$ cat src/rtl/core/dqu_pkg.sv
// Shared types, constants and helpers for the double-ended queue unit.
package dqu_pkg;

	localparam int CAPACITY = 16;
	localparam int IDX_W    = $clog2(CAPACITY);
	localparam int CNT_W    = $clog2(CAPACITY + 1);
	localparam int WORD_W   = 32;
	localparam int OCC_W    = 5;

	localparam logic signed [WORD_W-1:0] EMPTY_WORD = {WORD_W{1'b1}};

	localparam logic [1:0] REQ_PUSH_FRONT = 2'd0;
	localparam logic [1:0] REQ_PUSH_REAR  = 2'd1;
	localparam logic [1:0] REQ_POP_FRONT  = 2'd2;
	localparam logic [1:0] REQ_POP_REAR   = 2'd3;

	localparam logic [1:0] STAT_OK        = 2'd0;
	localparam logic [1:0] STAT_UNDERFLOW = 2'd1;
	localparam logic [1:0] STAT_OVERFLOW  = 2'd2;

	typedef logic [IDX_W-1:0] idx_t;
	typedef logic [CNT_W-1:0] cnt_t;

	typedef struct packed {
		logic [1:0]               req_type;
		logic signed [WORD_W-1:0] push_value;
	} req_t;

	typedef struct packed {
		logic [1:0]               status;
		logic signed [WORD_W-1:0] front_value;
		logic signed [WORD_W-1:0] rear_value;
		logic [OCC_W-1:0]         occupancy;
		logic                     is_empty;
	} rsp_t;

	typedef enum logic [1:0] {
		S_IDLE,
		S_EXEC,
		S_READ,
		S_LOAD
	} state_t;

	typedef struct packed {
		logic capture;
		logic exec;
		logic load;
	} dqu_cmd_t;

	// (base + off) mod CAPACITY, for base < CAPACITY and off <= CAPACITY
	function automatic idx_t wrap_add(input idx_t base, input cnt_t off);
		logic [CNT_W:0] s;
		s = (CNT_W + 1)'(base) + (CNT_W + 1)'(off);
		if (s >= (CNT_W + 1)'(CAPACITY)) begin
			s = s - (CNT_W + 1)'(CAPACITY);
		end
		return s[IDX_W-1:0];
	endfunction

endpackage

$ cat src/rtl/core/double_ended_queue_unit.sv
// Double-ended queue unit top level.
//
//  channel | dir | handshake            | payload
//  req     | in  | req_valid/req_stall  | req_t (req_type, push_value)
//  rsp     | out | rsp_valid/rsp_stall  | rsp_t (status, front/rear, occupancy, is_empty)
//
// Each request passes through capture, state update and store write, store read and
// result load before the next is taken; the registered store read needs its own step.
// The result register lets the next request be taken while a result waits.
// Reset clears head and count; the store itself is not cleared.
// A stalled result holds the load cycle until the register frees.
module double_ended_queue_unit import dqu_pkg::*; (
	input  logic clk,
	input  logic arst_n,
	input  logic req_valid,
	output logic req_stall,
	input  req_t req,
	output logic rsp_valid,
	input  logic rsp_stall,
	output rsp_t rsp
);

	dqu_cmd_t cmd;

	dqu_ctrl u_ctrl (
		.clk      (clk),
		.arst_n   (arst_n),
		.req_valid(req_valid),
		.req_stall(req_stall),
		.rsp_valid(rsp_valid),
		.rsp_stall(rsp_stall),
		.cmd      (cmd)
	);

	dqu_datapath u_datapath (
		.clk   (clk),
		.arst_n(arst_n),
		.cmd   (cmd),
		.req   (req),
		.rsp   (rsp)
	);

endmodule

$ cat src/rtl/core/dqu_ram.sv
// Generic RAM: one write port, two registered read ports.
module dqu_ram #(
	parameter int WIDTH = 32,
	parameter int DEPTH = 16
) (
	input  logic                     clk,
	input  logic                     we,
	input  logic [$clog2(DEPTH)-1:0] waddr,
	input  logic [WIDTH-1:0]         wdata,
	input  logic [$clog2(DEPTH)-1:0] raddr_a,
	input  logic [$clog2(DEPTH)-1:0] raddr_b,
	output logic [WIDTH-1:0]         rdata_a,
	output logic [WIDTH-1:0]         rdata_b
);

	logic [WIDTH-1:0] mem_q [DEPTH];

	always_ff @(posedge clk) begin
		if (we) begin
			mem_q[waddr] <= wdata;
		end
		rdata_a <= mem_q[raddr_a];
		rdata_b <= mem_q[raddr_b];
	end

endmodule

$ cat src/rtl/core/dqu_datapath.sv
// Deque datapath: head and count registers, word store and result register.
module dqu_datapath import dqu_pkg::*; (
	input  logic     clk,
	input  logic     arst_n,
	input  dqu_cmd_t cmd,
	input  req_t     req,
	output rsp_t     rsp
);

	req_t       req_q;
	idx_t       head_q;
	cnt_t       count_q;
	logic [1:0] stat_q;
	rsp_t       rsp_q;

	logic                     is_push;
	logic                     full;
	logic                     empty;
	idx_t                     head_dec;
	idx_t                     wr_addr;
	logic                     wr_en;
	idx_t                     rear_addr;
	logic [WORD_W-1:0]        front_rd;
	logic [WORD_W-1:0]        rear_rd;

	assign is_push   = (req_q.req_type == REQ_PUSH_FRONT) || (req_q.req_type == REQ_PUSH_REAR);
	assign full      = (count_q == cnt_t'(CAPACITY));
	assign empty     = (count_q == '0);
	assign head_dec  = (head_q == '0) ? idx_t'(CAPACITY - 1) : head_q - idx_t'(1);
	assign wr_addr   = (req_q.req_type == REQ_PUSH_FRONT) ? head_dec : wrap_add(head_q, count_q);
	assign wr_en     = cmd.exec && is_push && !full;
	assign rear_addr = wrap_add(head_q, count_q - cnt_t'(1));

	dqu_ram #(
		.WIDTH(WORD_W),
		.DEPTH(CAPACITY)
	) u_store (
		.clk    (clk),
		.we     (wr_en),
		.waddr  (wr_addr),
		.wdata  (req_q.push_value),
		.raddr_a(head_q),
		.raddr_b(rear_addr),
		.rdata_a(front_rd),
		.rdata_b(rear_rd)
	);

	always_ff @(posedge clk) begin
		if (cmd.capture) begin
			req_q <= req;
		end
		if (cmd.exec) begin
			if (is_push) begin
				stat_q <= full ? STAT_OVERFLOW : STAT_OK;
			end else begin
				stat_q <= empty ? STAT_UNDERFLOW : STAT_OK;
			end
		end
		if (cmd.load) begin
			rsp_q.status      <= stat_q;
			rsp_q.front_value <= empty ? EMPTY_WORD : $signed(front_rd);
			rsp_q.rear_value  <= empty ? EMPTY_WORD : $signed(rear_rd);
			rsp_q.occupancy   <= OCC_W'(count_q);
			rsp_q.is_empty    <= empty;
		end
	end

	always_ff @(posedge clk or negedge arst_n) begin
		if (!arst_n) begin
			head_q  <= '0;
			count_q <= '0;
		end else if (cmd.exec) begin
			if (is_push) begin
				if (!full) begin
					if (req_q.req_type == REQ_PUSH_FRONT) begin
						head_q <= head_dec;
					end
					count_q <= count_q + cnt_t'(1);
				end
			end else if (!empty) begin
				if (req_q.req_type == REQ_POP_FRONT) begin
					head_q <= wrap_add(head_q, cnt_t'(1));
				end
				count_q <= count_q - cnt_t'(1);
			end
		end
	end

	assign rsp = rsp_q;

endmodule

$ cat src/rtl/core/dqu_ctrl.sv
// Deque controller: request sequencing and result handshake.
module dqu_ctrl import dqu_pkg::*; (
	input  logic     clk,
	input  logic     arst_n,
	input  logic     req_valid,
	output logic     req_stall,
	output logic     rsp_valid,
	input  logic     rsp_stall,
	output dqu_cmd_t cmd
);

	state_t state_q;
	state_t state_d;
	logic   rsp_valid_q;
	logic   load_ok;

	assign load_ok = !rsp_valid_q || !rsp_stall;

	always_comb begin
		state_d = state_q;
		case (state_q)
			S_IDLE: if (req_valid) state_d = S_EXEC;
			S_EXEC: state_d = S_READ;
			S_READ: state_d = S_LOAD;
			S_LOAD: if (load_ok) state_d = S_IDLE;
			default: state_d = S_IDLE;
		endcase
	end

	always_comb begin
		req_stall   = 1'b1;
		cmd.capture = 1'b0;
		cmd.exec    = 1'b0;
		cmd.load    = 1'b0;
		case (state_q)
			S_IDLE: begin
				req_stall   = 1'b0;
				cmd.capture = req_valid;
			end
			S_EXEC: cmd.exec = 1'b1;
			S_READ: ;
			S_LOAD: cmd.load = load_ok;
			default: ;
		endcase
	end

	always_ff @(posedge clk or negedge arst_n) begin
		if (!arst_n) begin
			state_q     <= S_IDLE;
			rsp_valid_q <= 1'b0;
		end else begin
			state_q <= state_d;
			if (cmd.load) begin
				rsp_valid_q <= 1'b1;
			end else if (!rsp_stall) begin
				rsp_valid_q <= 1'b0;
			end
		end
	end

	assign rsp_valid = rsp_valid_q;

endmodule

$ cat config.mk
export PLATFORM = sky130hd
export DESIGN_NAME = double_ended_queue_unit
export DESIGN_NICKNAME = d
export VERILOG_FILES = /design/src/rtl/core/dqu_pkg.sv /design/src/rtl/core/double_ended_queue_unit.sv /design/src/rtl/core/dqu_ram.sv /design/src/rtl/core/dqu_datapath.sv /design/src/rtl/core/dqu_ctrl.sv
export SDC_FILE = /design/constraint.sdc
export NUM_CORES = 1
export LEC_CHECK = 0
export CAP_MARGIN = 20
export CELL_PAD_IN_SITES_DETAIL_PLACEMENT = 1
export CELL_PAD_IN_SITES_GLOBAL_PLACEMENT = 1
export CORE_MARGIN = 1.5
export CORE_UTILIZATION = 50
export CTS_BUF_LIST = sky130_fd_sc_hd__clkbuf_2
export DETAILED_ROUTE_END_ITERATION = 8
export DONT_BUFFER_PORTS = 1
export PLACE_DENSITY_LB_ADDON = 0.1
export SLEW_MARGIN = 20
export SYNTH_ARGS = -nofsm -noshare
export SYNTH_HDL_FRONTEND = slang
export SYNTH_SLANG_ARGS = --single-unit
$ cat constraint.sdc
create_clock -name clk -period 8.2 [get_ports clk]
set_input_delay 0.41 -clock clk [delete_from_list [all_inputs] [get_ports clk]]
set_output_delay 0.41 -clock clk [all_outputs]
set_load 0.02 [all_outputs]
==> reports/summary.md, run 1 <==
The flow ran to the end, and the final reports show no timing, DRC or antenna violations. After clock tree synthesis, the clock-pin slew on the worst setup and hold paths is 0.09 ns. The tools report the setup slack of the most critical reg-to-reg path as 3.97 ns.

After clock tree synthesis, the repair step resized 0 gates. The number of enable flip-flop cells after synthesis came out at 620. The startpoint identified for the worst register-to-register timing path is u_datapath.head_q[1]. STA classifies the critical path endpoint as a flip-flop. At the worst endpoint, the required time is 9.37 ns.

Global routing consumed, over all layers together, 25.1% of the routing resources. The tools report the via count as 15374. Nature of the critical path startpoint: a flip-flop. In this run the worst setup path terminates at u_datapath.u_store.rdata_b[6]. Cell depth of the worst flop-to-flop path: 6. The initial utilization of the core area, before any placement, comes to 50.9%.

The setup TNS after final layout came out at 0 ns. Counting stages on the worst path, the most repeated cell is sky130_fd_sc_hd__mux2i_1. In this run the power density over the cells is 464 mW/mm^2. Sequential cells were found to cover 68.4% of the synthesized design area.

The count of synthesis-stage warnings from yosys is 0. Counting I/O delays and the setup requirement, the final critical path takes 4.23 ns. The floorplan step defined a die boundary enclosing 0.0605 mm^2.

TritonCTS built the clock tree. In this run the remaining antenna-violating nets after routing total 0. Counting flops with an async set or reset pin after synthesis yields a share of 1.72%. The tools report the largest clock skew in the final design as 0.0715 ns.

Setup violations remaining at the end of the flow were counted as 0. The logs give 72.4 mm for the total wire length and 2 for the number of antenna violations at the first check in global routing. Classification of the worst-slack hold path: in -> reg.

The cell area that synthesis handed to floorplanning was 0.0295 mm^2. Derived from the worst setup path, the maximum achievable clock frequency is 0.236 GHz. The slowest stage cell on the critical path is sky130_fd_sc_hd__fa_4. After synthesis, the mean cell area works out to 21.5 um^2. In this run, CTS created clock tree buffers numbering 173.

At the end of the flow the core is filled with cells to 56.8%. The sink count of the clock tree was 696. The reported leakage power was 11.1 nW.

After global routing the overflow that remains totals 0. In the final routed layout, each cell accounts on average for 29.1 um. After clock tree synthesis, the flow added hold-fix buffers numbering 80.

The most critical setup path has its startpoint at u_datapath.head_q[1]. The critical path contains buffers and inverters numbering 2 combined. The via count of the first global-routing pass is 16557. In this run the critical register-to-register path is captured at u_datapath.u_store.rdata_b[6]. The net count after synthesis is 1431. In this design, the stage delay of the slowest critical-path cell is 1.55 ns. Ratio of final minimum period to clock period: 51.6%. The final hold violation count came out at 0. The top cell types in the final layout, fill and taps aside, are sky130_fd_sc_hd__edfxtp_1 (620), sky130_fd_sc_hd__mux4_2 (287), sky130_fd_sc_hd__clkbuf_2 (256), sky130_fd_sc_hd__mux2i_1 (102), sky130_fd_sc_hd__dlygate4sd3_1 (80). In this run the worst path has a maximum fanout of 58. The data arrival at the endpoint of the critical path came out at 5.41 ns. Leaving out fill and tap cells, the most frequent cell in the layout is sky130_fd_sc_hd__edfxtp_1. The worst pin sits at a relative slew slack of 28.3%. The peak supply drop is 0.000906 V. Setup repair after global routing left no endpoint under its margin. Traced cell by cell, the critical path runs through inv_1 -> fa_4 -> buf_4 -> mux4_2 -> mux2i_1 -> mux2i_1. Measured along the y axis, the die boundary spans 246 um.

Relative to the synthesized area, the layout overhead comes to 11.7%. For the pin with the worst max-slew slack, the measured transition is 1.08 ns. The net total in the final layout is 1631, and the area of the core is 0.0580 mm^2. The final number of max-transition violations was 0.

The tools report the pin count of the biggest net entering global routing as 97. The global-route wire length before repair is 108 mm, and the via density per instance is 6.17. The clock passes through at most 3 buffers. Yosys mapped the design onto 49 distinct sky130hd cell types. The number of gates on the worst path with buffers counted came out at 6. Port buffering added 0 buffers. Buffer type at the clock tree root: sky130_fd_sc_hd__clkbuf_2. The initialized floorplan defines 88 standard-cell rows.

Post-CTS timing repair inserted 0 buffers for setup. In the routed design, unresolved DRC markers number 0. The run gives 0 as the max-cap violation count. The detailed router finished its first iteration with 1334 violations. During I/O placement, the number of pins put on the boundary was 112. The type of the setup path with the least slack is reg -> reg.

The logs give 4 for the CTS H-tree depth and 1376 for the synthesized netlist cell count. In this design, the largest share of critical-path delay is due to adder cells. The ratio of cells with drive above 1 in the final layout came out at 38.4%. The later pin in the worst-skew pair is clocked with a latency of 1.36 ns. The die is 246 um wide. The run gives 36.0 mm as the half-perimeter wire length after placement. In the synthesized netlist the dominant register cell turns out to be sky130_fd_sc_hd__edfxtp_1. Number of register bits inferred by synthesis: 696. The first detailed-routing pass ran for 5 iterations.

The congestion estimate from routability-driven global placement came to 0.736.
-- worst min-delay path by stage --
stage	from	end	slack (ns)	cells past startpoint
after floorplan	arst_n	u_ctrl.rsp_valid	0.11	0
after global placement	arst_n	u_ctrl.rsp_valid	0.11	0
after detailed placement	arst_n	u_ctrl.rsp_valid	0.11	0
after CTS	req[24]	u_datapath.req_q[24]	0.03	2
after global routing	req[24]	u_datapath.req_q[24]	0.10	2
final	req_valid	u_datapath.req_q[1]	0.23	2
-- report_power, final --
part / internal (mW) / switching [mW]
Sequential: 4.69 / 0.561
Clock: 0.889 / 1.43
Combinational: 3.77 / 3.95
-- kinds of logic after synthesis --
group,share of synthesized area [%]
xor gates and xnor gates,0.500
adders and majority gates,0.771
AOI/OAI and AO/OA,0.721
DFF,68.4
buffers and inverters,1.65
and+or+nand+nor,2.39
muxes,25.5
-- final cells by class --
cell class / count / area, um^2
Antenna cell: 2 / 5.00
Clock buffer: 256 / 1280
Clock inverter: 67 / 344
Fill cell: 5080 / 25100
Inverter: 12 / 45.0
Multi-Input combinational cell: 580 / 9050
Sequential cell: 696 / 20200
Tap cell: 765 / 957
Timing Repair Buffer: 113 / 1060
-- flip-flops by register name, summed over array words and instances (netlist names) --
signal                      flops
u_ctrl.rsp_valid                1
u_datapath.rsp                 72
u_datapath.u_store.rdata_b     32
u_datapath.req_q               34
u_datapath.head_q               4
u_datapath.u_store.rdata_a     32
u_datapath.u_store.mem_q      512
u_datapath.stat_q               2
u_datapath.count_q              5
u_ctrl.state_q                  2
-- synthesized netlist by cell type, types with 11 or more instances --
cell type                    n  area share, %
sky130_fd_sc_hd__edfxtp_1  620             63
sky130_fd_sc_hd__buf_2      30           0.51
sky130_fd_sc_hd__a21oi_1    14           0.24
sky130_fd_sc_hd__or2_2      31           0.66
sky130_fd_sc_hd__or2_1      33           0.70
sky130_fd_sc_hd__inv_1      11           0.14
sky130_fd_sc_hd__dfxtp_1    64            4.3
sky130_fd_sc_hd__nor3_1     12           0.20
sky130_fd_sc_hd__clkbuf_1   40           0.51
sky130_fd_sc_hd__mux4_2    287             22
sky130_fd_sc_hd__dfrtp_1    12            1.0
sky130_fd_sc_hd__ha_1       15           0.64
sky130_fd_sc_hd__mux2i_1   103            3.5
-- through the flow --
| stage | total power, mW | setup slack, ns | hold WS [ns] | cells | instance area [um^2] |
|---|---|---|---|---|---|
| 6_report | 15.3 | 3.97 | 0.231 | 2491 | 33000 |
| 5_1_grt | 16.2 | 3.77 | 0.105 | 2491 | 33000 |
| 4_1_cts | 15.5 | 3.93 | 0.0349 | 2489 | 32900 |
| 3_5_place_dp | 13.2 | 3.93 | 0.115 | 2086 | 30500 |
| 3_3_place_gp | 13.0 | 3.99 | 0.115 | 2086 | 30500 |
| 2_1_floorplan | 11.1 | 1.80 | 0.114 | 1376 | 29500 |
-- routing by layer --
metal	routed length [um]	global-route usage, %	vias up
met1	30500	34.3	8288
met5	0	0	-
met4	1220	7.98	0
met2	36000	40.0	658
li1	-	-	6332
met3	4720	5.94	96
No activity file was read; power rests on OpenSTA's default activity.
==> run 2: changes to the inputs <==
Settings changed: ABC_AREA set to 1.
Clock period 8.2 ns to 4 ns, I/O delays scaled along.
==> run 2 against run 1 <==
Clock skew increased by 0.019 ns. Global-route usage is 6.3 points higher. Worst setup slack worse by 3.5 ns. Critical path depth increased by 6. Count of clock-buffer cells in the layout grew 35. Largest cell class unchanged. Core utilization shrank 0.66 points.
==> reports/summary.md, run 2 <==
By instance count, the leading cell after synthesis is sky130_fd_sc_hd__nand2_1. The number of antenna violations at the first check in global routing is 2 (unchanged). The run gives 5.30 ns (-4.07 ns) as the data required time of the worst path.

The run gives 0.497 ns (-3.47 ns) as the worst setup slack after layout. Sorting the synthesized cells by area gives the leading types as sky130_fd_sc_hd__edfxtp_1 (57%), sky130_fd_sc_hd__nand2_1 (12%), sky130_fd_sc_hd__dfxtp_1 (3.9%). The run gives 696 (unchanged) as the sink count of the clock tree. The register containing the most flip-flops in the final layout was u_datapath.u_store.mem_q. The via count of the first global-routing pass is 27695 (+67%), and the global-route wire length before repair is 158 mm (+46%). The routed length per instance was 22.9 um (-21%); the final hold violation count was 0 (unchanged). The logs give 0.0202 mm^2 (about the same) for the flip-flop and latch area and 269 (+180%) for the pin count of the biggest net entering global routing. The per-instance average area after synthesis was 9.65 um^2 (-55%); the share of the synthesized area in the top cell type was 57.2% (-5.9 points). The tools report the worst setup slack before clock tree synthesis as 0.548 ns (-3.38 ns). Total wire length: 104 mm (+43%).

The worst hold path belongs to the class in -> reg. The biggest area contributor in the post-synthesis netlist is sky130_fd_sc_hd__edfxtp_1. TritonCTS built the clock tree. The multi-input gate area in the final layout is 0.0102 mm^2 (+13%), and the vertical die dimension is 258 um (+5.0%). For the starting utilization of the core area, the log shows 50.5% (-0.35 points). The net count after synthesis is 3430 (+140%), and the number of buffers added by the clock tree synthesis step is 179 (+3.5%). The logs give 0 (unchanged) for the overall overflow remaining after global route and 0.814 (+11%) for the final RePlAce weighted congestion.

Setup repair after global routing left no endpoint under its margin. The ratio of final minimum period to clock period works out to 87.6% (+36 points). The source of the worst register-to-register timing path was u_datapath.count_q[0].

The via count came out at 25725 (+67%). The data arrival at the endpoint of the critical path was 4.80 ns (-0.61 ns). Setup TNS after final layout: 0 ns (unchanged). The clock network latency to the later pin of the worst-skew pair is 1.41 ns (+0.05 ns), and the count of distinct cell types in the synthesized netlist is 36 (-27%).

The peak clock frequency supported by timing was 0.285 GHz (+21%); the standard cell area after detailed placement was 0.0333 mm^2 (+9.0%). The async set-or-reset flop fraction in the synthesized netlist was 1.72% (unchanged); the violation count after the first detailed-routing iteration was 2039 (+53%). Count of cells along the worst hold path: 3 (+1). The run gives 4 (unchanged) as the CTS H-tree depth. Largest clock skew in the final design: 0.0901 ns (+0.0186 ns). The ratio of cells with drive above 1 in the final layout is 13.1% (-25 points). Post-cts gate resize count: 0 (unchanged).

The run gives 0 (unchanged) as the setup violation total in the final timing report. Leaving out fill and tap cells, the most frequent cell in the layout is sky130_fd_sc_hd__nand2_1. The most used flip-flop cell after synthesis is sky130_fd_sc_hd__edfxtp_1. The clock transition at the registers of the reported paths came out at 0.11 ns (+0.02 ns). For the post-route DRC violation count, the log shows 0 (unchanged). Maximum number of buffers from clock root to sink: 3 (unchanged). The number of iterations in the first detailed-routing pass is 5 (unchanged).

The die outline area came out at 0.0667 mm^2 (+10%). The startpoint identified for the worst hold timing path is rsp_stall. The sequential cell area fraction in the yosys report was 62.0% (-6.4 points).

The run gives 0.0326 mm^2 (+10%) as the post-synthesis instance area. The flow ran to the end, and the final reports show no timing, DRC or antenna violations. The overall die width works out to 258 um (+5.0%). The run gives 0 (unchanged) as the count of synthesis-stage warnings from yosys. The tools report the final instance area as 0.0362 mm^2 (+9.8%). The row count is 93 (+5.7%). The transition time at the pin with the least slew margin was 1.30 ns (+0.221 ns); the post-layout minimum cycle time was 3.50 ns (-0.731 ns). Number of enable flip-flop cells after synthesis: 620 (unchanged). Compared with the post-synthesis result, the final layout area differs by 11.1%.

The library cells used most frequently in the layout, excluding fill and tap cells, are sky130_fd_sc_hd__nand2_1 (1005), sky130_fd_sc_hd__edfxtp_1 (620), sky130_fd_sc_hd__clkbuf_2 (291), sky130_fd_sc_hd__inv_1 (276), sky130_fd_sc_hd__nand3_1 (248). The cell depth of the worst flop-to-flop path came out at 12 (+6). The count of port buffers added during placement was 0 (unchanged); the residual antenna-violating net count after detailed routing was 0 (unchanged).

The synthesized netlist cell count is 3375 (+150%), and the number of primary I/O pins is 112 (unchanged). The nature of the critical path startpoint is a flip-flop. The nature of the critical path endpoint was a flip-flop.

The via density per instance was 5.69 (-7.7%); the critical-path maximum fanout was 25 (-57%). The run gives 0 (unchanged) as the final number of max-transition violations. The tools report the area of the core as 0.0645 mm^2 (+11%). The flip-flop count of the largest register, all copies and words added is 512 (unchanged).

The net total in the final layout was 3564 (+120%). For the layout filler cell count, the log shows 7345 (+45%). The run gives 0 (unchanged) as the max-cap violation count. The critical path starts at u_datapath.count_q[0]. The half-perimeter wire length after placement is 56.9 mm (+58%), and the number of register bits inferred by synthesis is 696 (unchanged). The commonest cells after synthesis are sky130_fd_sc_hd__nand2_1 (1005), sky130_fd_sc_hd__edfxtp_1 (620), sky130_fd_sc_hd__inv_1 (280), sky130_fd_sc_hd__nand3_1 (248), sky130_fd_sc_hd__nor2_1 (216).

The global-route total usage across every layer was 31.4% (+6.3 points). The tree is rooted in a sky130_fd_sc_hd__clkbuf_2. The critical path is of the reg -> reg type. For the worst slew margin relative to its limit, the log shows 13.6% (-15 points).
## run 2: through the flow
stage | util, % | hold slack [ns] | cells
6_report | 56.1 | 0.104 | 4518
5_1_grt | 56.1 | 0.0131 | 4517
4_1_cts | 56.1 | 0.0501 | 4513
3_5_place_dp | 51.6 | -0.0952 | 4073
3_3_place_gp | 51.6 | -0.0951 | 4073
2_1_floorplan | - | -0.0956 | 3375
## run 2: final timing paths
check,to,slack [ns]
max in group asynchronous,u_datapath.head_q[2],3.16
min in group asynchronous,u_datapath.head_q[3],0.39
worst min register to register,u_datapath.rsp[70],0.44
worst min-delay path,u_datapath.rsp[33],0.10
worst max-delay path,u_datapath.u_store.rdata_b[25],0.50
worst max register to register,u_datapath.u_store.rdata_b[25],0.50
## run 2: cell type report
class                   instances  area share (%)
repair buffers                174            4.93
inverters                     286            2.99
multi-input cells            2172            28.3
flip-flops and latches        696            55.8
diodes                          4          0.0277
clock buffers                 291            4.02
well taps                     855            2.96
clock inverters                40           0.913
## run 2: critical path, stage by stage (launching register included)
cell                      delay, ns
sky130_fd_sc_hd__dfrtp_1       0.47
sky130_fd_sc_hd__inv_1         0.21
sky130_fd_sc_hd__ha_1          0.33
sky130_fd_sc_hd__xor2_1        0.26
sky130_fd_sc_hd__ha_1          0.35
sky130_fd_sc_hd__nand3_1       0.12
sky130_fd_sc_hd__nand3_1       0.12
sky130_fd_sc_hd__inv_1         0.11
sky130_fd_sc_hd__nand3_1       0.09
sky130_fd_sc_hd__nand2_2       0.76
sky130_fd_sc_hd__buf_4         0.36
sky130_fd_sc_hd__nand2_1       0.10
sky130_fd_sc_hd__nand2_1       0.13
## run 2: layer usage
metal | share of wire (%) | track usage, %
met5 | 0 | 0
met4 | 3.9 | 14.7
met2 | 49 | 53.7
met1 | 41 | 38.7
met3 | 5.4 | 5.52
## run 2: cell families after synthesis
family	count (synthesis)	synth area share [%]
DFF	696	62.0
AOI/OAI and AO/OA	573	10.1
xor gates and xnor gates	9	0.242
adders and majority gates	17	0.699
buffers and inverters	507	7.02
and+or+nand+nor	1573	19.9
## run 2: what timing repair did
item,CTS,global route
hold buffers,109,0
endpoints found under the setup margin,0,0
buffers inserted,0,0
endpoints found under the hold margin,155,0
Power of run 2 is not shown: default switching activity piles up to over one toggle a cycle in this logic, so the estimate is an artifact.
